File: config.mk
export PLATFORM = sky130hd
export DESIGN_NAME = ads_ctrl
export DESIGN_NICKNAME = d
export VERILOG_FILES = /design/src/hw/rtl/ads_pkg.sv /design/src/hw/rtl/ads_ctrl.sv
export SDC_FILE = /design/constraint.sdc
export NUM_CORES = 1
export LEC_CHECK = 0
export ABC_AREA = 1
export BUFFER_PORTS_ARGS = -buffer_cell sky130_fd_sc_hd__buf_2
export CORE_UTILIZATION = 45
export DETAILED_ROUTE_END_ITERATION = 16
export GPL_TIMING_DRIVEN = 0
export PLACE_DENSITY_LB_ADDON = 0.25
export SKIP_CTS_REPAIR_TIMING = 1
export SKIP_LAST_GASP = 1
export SYNTH_ARGS = -nofsm -noshare
export SYNTH_HDL_FRONTEND = slang
export SYNTH_SLANG_ARGS = --single-unit
File: constraint.sdc
create_clock -name clock -period 2.6 [get_ports clock]
set_input_delay 0.13 -clock clock [delete_from_list [all_inputs] [get_ports clock]]
set_output_delay 0.13 -clock clock [all_outputs]
set_load 0.02 [all_outputs]
File: src/hw/rtl/ads_pkg.sv
// ----------------------------------------------------------------------------
// ads_pkg
// Types, codes and constants shared by the array descriptor store modules.
// ----------------------------------------------------------------------------
package ads_pkg;

   localparam int MEM_BYTES_DEF = 65536;
   localparam int MAX_INDEX_DEF = 32767;

   localparam logic [2:0] HDR_ONE = 3'd5;
   localparam logic [2:0] HDR_TWO = 3'd7;

   localparam logic [15:0] RESET_BASE   = 16'd0;
   localparam logic [15:0] RESET_LIMIT  = 16'd65535;
   localparam logic [14:0] RESET_DEFMAX = 15'd10;

   localparam logic [1:0] KIND_DIM   = 2'd0;
   localparam logic [1:0] KIND_READ  = 2'd1;
   localparam logic [1:0] KIND_WRITE = 2'd2;
   localparam logic [1:0] KIND_NONE  = 2'd3;

   localparam logic [1:0] CSR_BASE   = 2'd0;
   localparam logic [1:0] CSR_LIMIT  = 2'd1;
   localparam logic [1:0] CSR_DEFMAX = 2'd2;

   localparam logic [2:0] ST_OK     = 3'd0;
   localparam logic [2:0] ST_RANGE  = 3'd1;
   localparam logic [2:0] ST_DOUBLE = 3'd2;
   localparam logic [2:0] ST_NOMEM  = 3'd3;
   localparam logic [2:0] ST_SIZE   = 3'd4;

   typedef struct packed {
      logic [1:0]         kind;
      logic [7:0]         name_first;
      logic [7:0]         name_second;
      logic signed [15:0] first_subscript;
      logic signed [15:0] second_subscript;
      logic [31:0]        write_data;
   } req_type;

   typedef struct packed {
      logic [2:0]  status;
      logic [31:0] read_data;
      logic [15:0] element_address;
   } rsp_type;

   typedef enum logic [3:0] {
      OP_IDLE,
      OP_ACCEPT,
      OP_HSTART,
      OP_HRD,
      OP_SPAN_MUL,
      OP_SPAN_ADD,
      OP_CMUL,
      OP_CSTART,
      OP_CWR,
      OP_CEND,
      OP_AMUL,
      OP_ACHK,
      OP_ERD,
      OP_EWR,
      OP_SET_ST,
      OP_EMIT
   } op_type;

   typedef struct packed {
      op_type     op;
      logic [2:0] st;
   } cmd_type;

   typedef struct packed {
      logic [1:0] kind;
      logic       size_bad;
      logic       walk_end;
      logic       name_hit;
      logic       hdr_last;
      logic       cwr_last;
      logic       nomem;
      logic       range_bad;
      logic       elem_last;
      logic       rsp_busy;
   } stat_type;

endpackage

File: src/hw/rtl/ads_ctrl.sv
// ----------------------------------------------------------------------------
// ads_ctrl
// Controller state machine sequencing lookup, creation and element access.
// ----------------------------------------------------------------------------
module ads_ctrl (
   input  logic              clock,
   input  logic              reset,
   input  logic              req_valid,
   output logic              req_stall,
   input  ads_pkg::stat_type stat,
   output ads_pkg::cmd_type  cmd
);

   typedef enum logic [16:0] {
      S_IDLE   = 17'h00001,
      S_CHECK  = 17'h00002,
      S_LTEST  = 17'h00004,
      S_HDR    = 17'h00008,
      S_HWAIT  = 17'h00010,
      S_HCMP   = 17'h00020,
      S_SPAN   = 17'h00040,
      S_CMUL   = 17'h00080,
      S_CCHK   = 17'h00100,
      S_CWR    = 17'h00200,
      S_CEND   = 17'h00400,
      S_AMUL   = 17'h00800,
      S_ACHK   = 17'h01000,
      S_ERD    = 17'h02000,
      S_EWAIT  = 17'h04000,
      S_EWR    = 17'h08000,
      S_DONE   = 17'h10000
   } state_type;

   state_type state_ff, state_in;

   always_comb begin
      state_in = state_ff;
      cmd.op   = ads_pkg::OP_IDLE;
      cmd.st   = ads_pkg::ST_OK;
      unique case (state_ff)
         S_IDLE: begin
            if (req_valid) begin
               cmd.op   = ads_pkg::OP_ACCEPT;
               state_in = S_CHECK;
            end
         end
         S_CHECK: begin
            if (stat.kind == ads_pkg::KIND_NONE) begin
               state_in = S_DONE;
            end else if (stat.kind == ads_pkg::KIND_DIM && stat.size_bad) begin
               cmd.op   = ads_pkg::OP_SET_ST;
               cmd.st   = ads_pkg::ST_SIZE;
               state_in = S_DONE;
            end else begin
               state_in = S_LTEST;
            end
         end
         S_LTEST: begin
            if (!stat.walk_end) begin
               cmd.op   = ads_pkg::OP_HSTART;
               state_in = S_HDR;
            end else if (stat.size_bad) begin
               cmd.op   = ads_pkg::OP_SET_ST;
               cmd.st   = ads_pkg::ST_SIZE;
               state_in = S_DONE;
            end else begin
               state_in = S_CMUL;
            end
         end
         S_HDR: begin
            cmd.op = ads_pkg::OP_HRD;
            if (stat.hdr_last) begin
               state_in = S_HWAIT;
            end
         end
         S_HWAIT: state_in = S_HCMP;
         S_HCMP: begin
            if (!stat.name_hit) begin
               cmd.op   = ads_pkg::OP_SPAN_MUL;
               state_in = S_SPAN;
            end else if (stat.kind == ads_pkg::KIND_DIM) begin
               cmd.op   = ads_pkg::OP_SET_ST;
               cmd.st   = ads_pkg::ST_DOUBLE;
               state_in = S_DONE;
            end else begin
               cmd.op   = ads_pkg::OP_AMUL;
               state_in = S_ACHK;
            end
         end
         S_SPAN: begin
            cmd.op   = ads_pkg::OP_SPAN_ADD;
            state_in = S_LTEST;
         end
         S_CMUL: begin
            cmd.op   = ads_pkg::OP_CMUL;
            state_in = S_CCHK;
         end
         S_CCHK: begin
            if (stat.nomem) begin
               cmd.op   = ads_pkg::OP_SET_ST;
               cmd.st   = ads_pkg::ST_NOMEM;
               state_in = S_DONE;
            end else begin
               cmd.op   = ads_pkg::OP_CSTART;
               state_in = S_CWR;
            end
         end
         S_CWR: begin
            cmd.op = ads_pkg::OP_CWR;
            if (stat.cwr_last) begin
               state_in = S_CEND;
            end
         end
         S_CEND: begin
            cmd.op   = ads_pkg::OP_CEND;
            state_in = (stat.kind == ads_pkg::KIND_DIM) ? S_DONE : S_AMUL;
         end
         S_AMUL: begin
            cmd.op   = ads_pkg::OP_AMUL;
            state_in = S_ACHK;
         end
         S_ACHK: begin
            cmd.op = ads_pkg::OP_ACHK;
            if (stat.range_bad) begin
               state_in = S_DONE;
            end else if (stat.kind == ads_pkg::KIND_READ) begin
               state_in = S_ERD;
            end else begin
               state_in = S_EWR;
            end
         end
         S_ERD: begin
            cmd.op = ads_pkg::OP_ERD;
            if (stat.elem_last) begin
               state_in = S_EWAIT;
            end
         end
         S_EWAIT: state_in = S_DONE;
         S_EWR: begin
            cmd.op = ads_pkg::OP_EWR;
            if (stat.elem_last) begin
               state_in = S_DONE;
            end
         end
         S_DONE: begin
            if (!stat.rsp_busy) begin
               cmd.op   = ads_pkg::OP_EMIT;
               state_in = S_IDLE;
            end
         end
         default: state_in = S_IDLE;
      endcase
   end

   always_ff @(posedge clock) begin
      if (reset) begin
         state_ff <= S_IDLE;
      end else begin
         state_ff <= state_in;
      end
   end

   assign req_stall = (state_ff != S_IDLE);

endmodule

==> results.ini, run 1 <==
[sta]
min_period_over_period=0.846
final_hold_viol_count=0
tns_ns=0
fmax_mhz=455
setup_slack_ns=0.401
worst_pin_slew_ns=0.488
min_period_ns=2.20
rsz0062_at_grt=false
drv_slew=0
finClkSkew_ns=0.00209
setup_viol=0
slew_headroom=0.675

[cts]
cts_tree=built
clockBufferDepth=2
cts_sinks=17
clkSlewWorstSetupHoldPaths_ns=0.11
cts-root-buf=clkbuf_4
numCtsBuffers=3
clock_latency_ns=0.29
htree_levels=1

[setup_path]
path_max_fanout=10
r2r_slack_ns=0.76
start_kind=flop
critPathBufInv=4
critPathLaunch=state_ff[16]$_SDFFE_PP0P_
r2r_cells=10
cp_top_family=simple AND/OR/NAND/NOR gates
cp_data_arrival_time_ns=2.07
r2r-start=state_ff[1]$_SDFFE_PP0P_
slowest_delay_ns=0.31
r2r-end=state_ff[4]$_SDFFE_PP0P_
cp_num_cells=10
cp-endpoint=cmd[6]
cp_slowest_cell=dfxtp_1
end_kind=output port
path_cells=buf_2 > inv_2 > buf_4 > nand3b_1 > nor2_1 > nand2_1 > nor2_1 > nor3_1 > nand4_1 > buf_2
worstPathRequired_ns=2.47
crit_type=flop to output port

[synth]
yosysMostFrequentCell=nand2_1
synth_top_area_frac=0.232
yosysTopAreaCell=dfxtp_1
netlist_top_cells_count=51 x nand2_1, 45 x nor2_1, 41 x inv_1
synth_cell_types=31
syn_area_mm2=0.00147
ys_ff_latch=17
synth_nets=267
syn_inst=253
synth_warnings=0
yosysSeqAreaShare=0.232
async_flop_share=0
synth_edf_count=0
syn_avg_cell_area_um2=5.81
synth_ff_type=dfxtp_1
netlist_top_cells_area=dfxtp_1 23%, nand2_1 13%, nor2_1 11%

[placed_design]
port-buffer-count=20
dp_hpwl_um=3230
place.gp.congestion=0.975
dp_slack_ns=0.759

[grt]
grt_start_max_net_pins=11
grt_pass1_vias=1440
grt_pass1_wl_um=6950
overflow=0
antenna_found_initial=0
grt.total_usage=0.266

[route]
firstDrtPassIters=5
wl_per_cell_um=12.8
via_count=1719
antenna_left=0
drt_iter0_markers=137
drt-total-wl_um=4120
drc=0
via_per_inst=5.36

[cells_and_area]
largest_reg_flops=17
area_growth_pct=12.4
nets=292
final-seq-area_um2=340
top_register=state_ff
drive_above_1_share=0.166
top_regs=state_ff x17
multiInputGateArea_um2=921
antenna-diode-count=0
fillers=343

[pwr]
p_leak_nw=0.965
powerDensity_mw_per_mm2=563
vdd_drop_max_uv=215

[die]
initial_core_util=0.477
coreArea_mm2=0.00308
die_y_um=59.1
rows=20
die_x_um=59.1
die-area_mm2=0.00350
io_pins=22

[hold_path]
hp-class=input port to flop

[status]
status=completed

[flow_run]
drv_cap=0

[metrics by stage]
step,total power [W],util,hold slack (ns),cell area (um^2),cells
6_report,0.000929,0.536,0.0264,1650,321
5_1_grt,0.00101,0.536,0.0146,1650,321
3_3_place_gp,0.000775,0.528,0.335,1620,317
4_1_cts,0.000924,0.536,0.0255,1650,321
3_5_place_dp,0.000775,0.528,0.343,1620,317
2_1_floorplan,0.000658,-,0.209,1470,253
[logic make-up after synthesis]
| logic type | count (synthesis) | share of synthesized area |
|---|---|---|
| buffers and inverters | 49 | 0.141 |
| AOI/OAI and AO/OA | 16 | 0.0673 |
| DFF | 17 | 0.232 |
| and+or+nand+nor | 171 | 0.560 |
[cell usage in the layout, fill, tap and decap left out, types with 2 or more instances in the layout]
cell	n
a21oi_1	5
buf_2	21
clkbuf_4	3
dfxtp_1	17
inv_1	41
inv_2	2
nand2_1	51
nand2_2	3
nand3_1	28
nand3b_1	3
nand4_1	14
nor2_1	45
nor2_2	5
nor2_4	3
nor3_1	13
o21ai_0	6
[power breakdown]
| group | switching [W] | total, W | leakage (nW) | internal, W |
|---|---|---|---|---|
| combinational | 0.000331 | 0.000484 | 0.812 | 0.000153 |
| clock | 0.0000892 | 0.000149 | 0.0150 | 0.0000597 |
| sequential | 0.0000154 | 0.000296 | 0.138 | 0.000281 |
[metal layers]
layer  vias to the layer above  track usage  wire length (um)
met3                         7       0.0240               290
met4                         0       0.0816                51
met5                         -            0                 0
met1                       772        0.389              1870
li1                        865            -                 -
met2                        75        0.411              1910
[area by class of cell]
class,count,share of cell area
plain buffers,5,0.0258
clock buffers,4,0.0159
inverters,44,0.100
multi-input cells,187,0.558
flip-flops and latches,17,0.206
well taps,44,0.0334
repair buffers,20,0.0607
[how the worst min path moves through the flow]
stage | depth (start not counted) | slack [ns] | start | to
after global routing | 2 | 0.01 | stat[6] | state_ff[6]$_SDFFE_PP0P_
after detailed placement | 2 | 0.34 | stat[6] | state_ff[6]$_SDFFE_PP0P_
after CTS | 2 | 0.03 | stat[6] | state_ff[6]$_SDFFE_PP0P_
final | 2 | 0.03 | stat[6] | state_ff[6]$_SDFFE_PP0P_
after floorplan | 1 | 0.21 | stat[8] | state_ff[7]$_SDFFE_PP0P_
after global placement | 2 | 0.33 | stat[6] | state_ff[6]$_SDFFE_PP0P_
[worst register-to-register path, cell delays in order, from the launching register on]
cell and delay (ns):
dfxtp_1 0.35, nor2_1 0.23, nand2_1 0.17, nor2_4 0.22, nand3_1 0.21, nand2_1 0.10
nand2_1 0.06, nand2_2 0.12, inv_2 0.12, nand3b_1 0.11, inv_1 0.05
No activity file was read; power rests on OpenSTA's default activity.
==> inputs of run 2 (changes only) <==
- clock period: 2.6 -> 2.27 ns (I/O delays scaled with it)
==> results.ini, run 2 (synthesis results as in run 1) <==
[status]
status=completed

[pwr]
vdd_drop_max_uv=251  ; +17%
p_int_w=0.000583  ; +18%
power_frac_clock=0.158  ; -0.002
combinationalPowerShare=0.531  ; +0.010
seqPwrFrac=0.311  ; -0.008
powerDensity_mw_per_mm2=647  ; +15%
p_leak_nw=0.982  ; +1.8%
switchingPower_w=0.000510  ; +17%
swShare=0.467  ; -0.00203

[sta]
drv_slew=0  ; unchanged
slew_headroom=0.675  ; about the same
min_period_over_period=0.951
setup_viol=0  ; unchanged
finClkSkew_ns=0.00422  ; +0.00214 ns
rsz0062_at_grt=false
fmax_mhz=463
tns_ns=0  ; unchanged
min_period_ns=2.16
final_hold_viol_count=0  ; unchanged
worst_pin_slew_ns=0.486  ; -0.00150 ns

[route]
drc=0  ; unchanged
via_count=1720  ; +0.058%
antenna_left=0  ; unchanged
drt_iter0_markers=118  ; -14%
wl_per_cell_um=13.0  ; +0.83%
firstDrtPassIters=4  ; -1
via_per_inst=5.31  ; -0.87%
drt-total-wl_um=4200  ; +1.8%

[placed_design]
place.gp.congestion=0.975  ; unchanged
port-buffer-count=20  ; unchanged
place_area_mm2=0.00162  ; unchanged
dp_hpwl_um=3230  ; unchanged

[cells_and_area]
area_growth_pct=15.0
nets=295  ; +1.0%
fillers=337  ; -1.7%
stdcell_area_mm2=0.00169  ; +2.4%
top_regs=state_ff x17
drive_above_1_share=0.179  ; +0.0125
antenna-diode-count=0  ; unchanged
top_register=state_ff
final_cell_mix=50 x nand2_1, 44 x nor2_1, 41 x inv_1
mostFrequentLayoutCell=nand2_1
largest_reg_flops=17  ; unchanged

[die]
initial_core_util=0.477  ; unchanged
die_x_um=59.1  ; unchanged
die-area_mm2=0.00350  ; unchanged
io_pins=22  ; unchanged
coreArea_mm2=0.00308  ; unchanged
rows=20  ; unchanged
die_y_um=59.1  ; unchanged

[setup_path]
crit_type=flop to output port
crit_top_cell=nor2_2
critPathBufInv=2  ; -2
path_cells=nor2_2 > nand2_2 > nor2_4 > buf_8 > nand3b_4 > or2_4 > o21ai_4 > nor2_2 > nand4_1 > buf_2
path_max_fanout=10  ; unchanged
slowest_delay_ns=0.35  ; +0.04 ns
worstPathRequired_ns=2.16  ; -0.31 ns
cp_top_family=simple AND/OR/NAND/NOR gates
cp_slowest_cell=dfxtp_1
end_kind=output port
cp_data_arrival_time_ns=2.05  ; -0.02 ns
start_kind=flop

[cts]
cts-root-buf=clkbuf_4
clkSlewWorstSetupHoldPaths_ns=0.11  ; about the same
clockBufferDepth=2  ; unchanged
htree_levels=1  ; unchanged
numCtsBuffers=3  ; unchanged
clock_latency_ns=0.30  ; about the same
cts_sinks=17  ; unchanged
cts_tree=built

[grt]
overflow=0  ; unchanged
grt_pass1_wl_um=6950  ; unchanged
grt.total_usage=0.266  ; unchanged
grt_pass1_vias=1440  ; unchanged
antenna_found_initial=0  ; unchanged
grt_start_max_net_pins=11  ; unchanged

[flow_run]
drv_cap=0  ; unchanged

[hold_path]
hp-class=input port to flop

## run 2: changes by cell type in the layout (fill, tap and decap cells not counted), sizes merged
cell         delta
buf             +2
dlygate4sd3     +1
## run 2: worst paths after layout
path | from | endpoint | slack (ns) | depth (start not counted)
worst min-delay path | stat[8] | state_ff[7]$_SDFFE_PP0P_ | 0.02 | 2
worst max-delay path | state_ff[8]$_SDFFE_PP0P_ | cmd[6] | 0.11 | 10
worst max register to register | state_ff[8]$_SDFFE_PP0P_ | state_ff[12]$_SDFFE_PP0P_ | 0.44 | 11
worst min register to register | state_ff[9]$_SDFFE_PP0P_ | state_ff[9]$_SDFFE_PP0P_ | 0.52 | 2
## run 2: routing by layer
metal	track usage	vias up	part of all wire
met1	0.389	771	0.47
met3	0.0240	11	0.058
met2	0.411	69	0.46
met4	0.0816	0	0.019
met5	0	-	0
li1	-	869	-
## run 2: stage by stage
stage                      util  setup slack [ns]  total power (W)  hold slack, ns  std cells
after floorplan               -             0.632         0.000754           0.192        253
after global placement    0.528             0.403         0.000888           0.318        317
after detailed placement  0.528             0.445         0.000888           0.327        317
after CTS                 0.536            0.0886          0.00106         0.00904        321
after global routing      0.549           0.00714          0.00118          0.0268        324
final                     0.549             0.110          0.00109          0.0238        324
## run 2: power by group through the flow
stage / combinational [W] / clock (W) / sequential, W
after floorplan: 0.000411 / 0 / 0.000343
after global placement: 0.000542 / 0 / 0.000346
after detailed placement: 0.000542 / 0 / 0.000345
after CTS: 0.000545 / 0.000175 / 0.000339
after global routing: 0.000641 / 0.000191 / 0.000345
final: 0.000580 / 0.000173 / 0.000340
## run 2: worst reg2reg max path: stages, from the launching register on
cell	delay, ns
dfxtp_1	0.35
nor2_2	0.18
nand2_2	0.15
nor2_4	0.21
buf_4	0.15
nand4_1	0.14
nand2_1	0.12
nor2_1	0.06
nand2_2	0.11
inv_2	0.12
nand3_1	0.11
inv_1	0.05
## run 2: cell type report
cell class	instances	area, um^2	area share
Timing Repair Buffer	23	125	0.0741
Buffer	5	46.3	0.0274
Sequential cell	17	340	0.201
Multi-Input combinational cell	187	931	0.551
Inverter	44	165	0.0978
Tap cell	44	55.1	0.0326
Clock buffer	4	26.3	0.0156
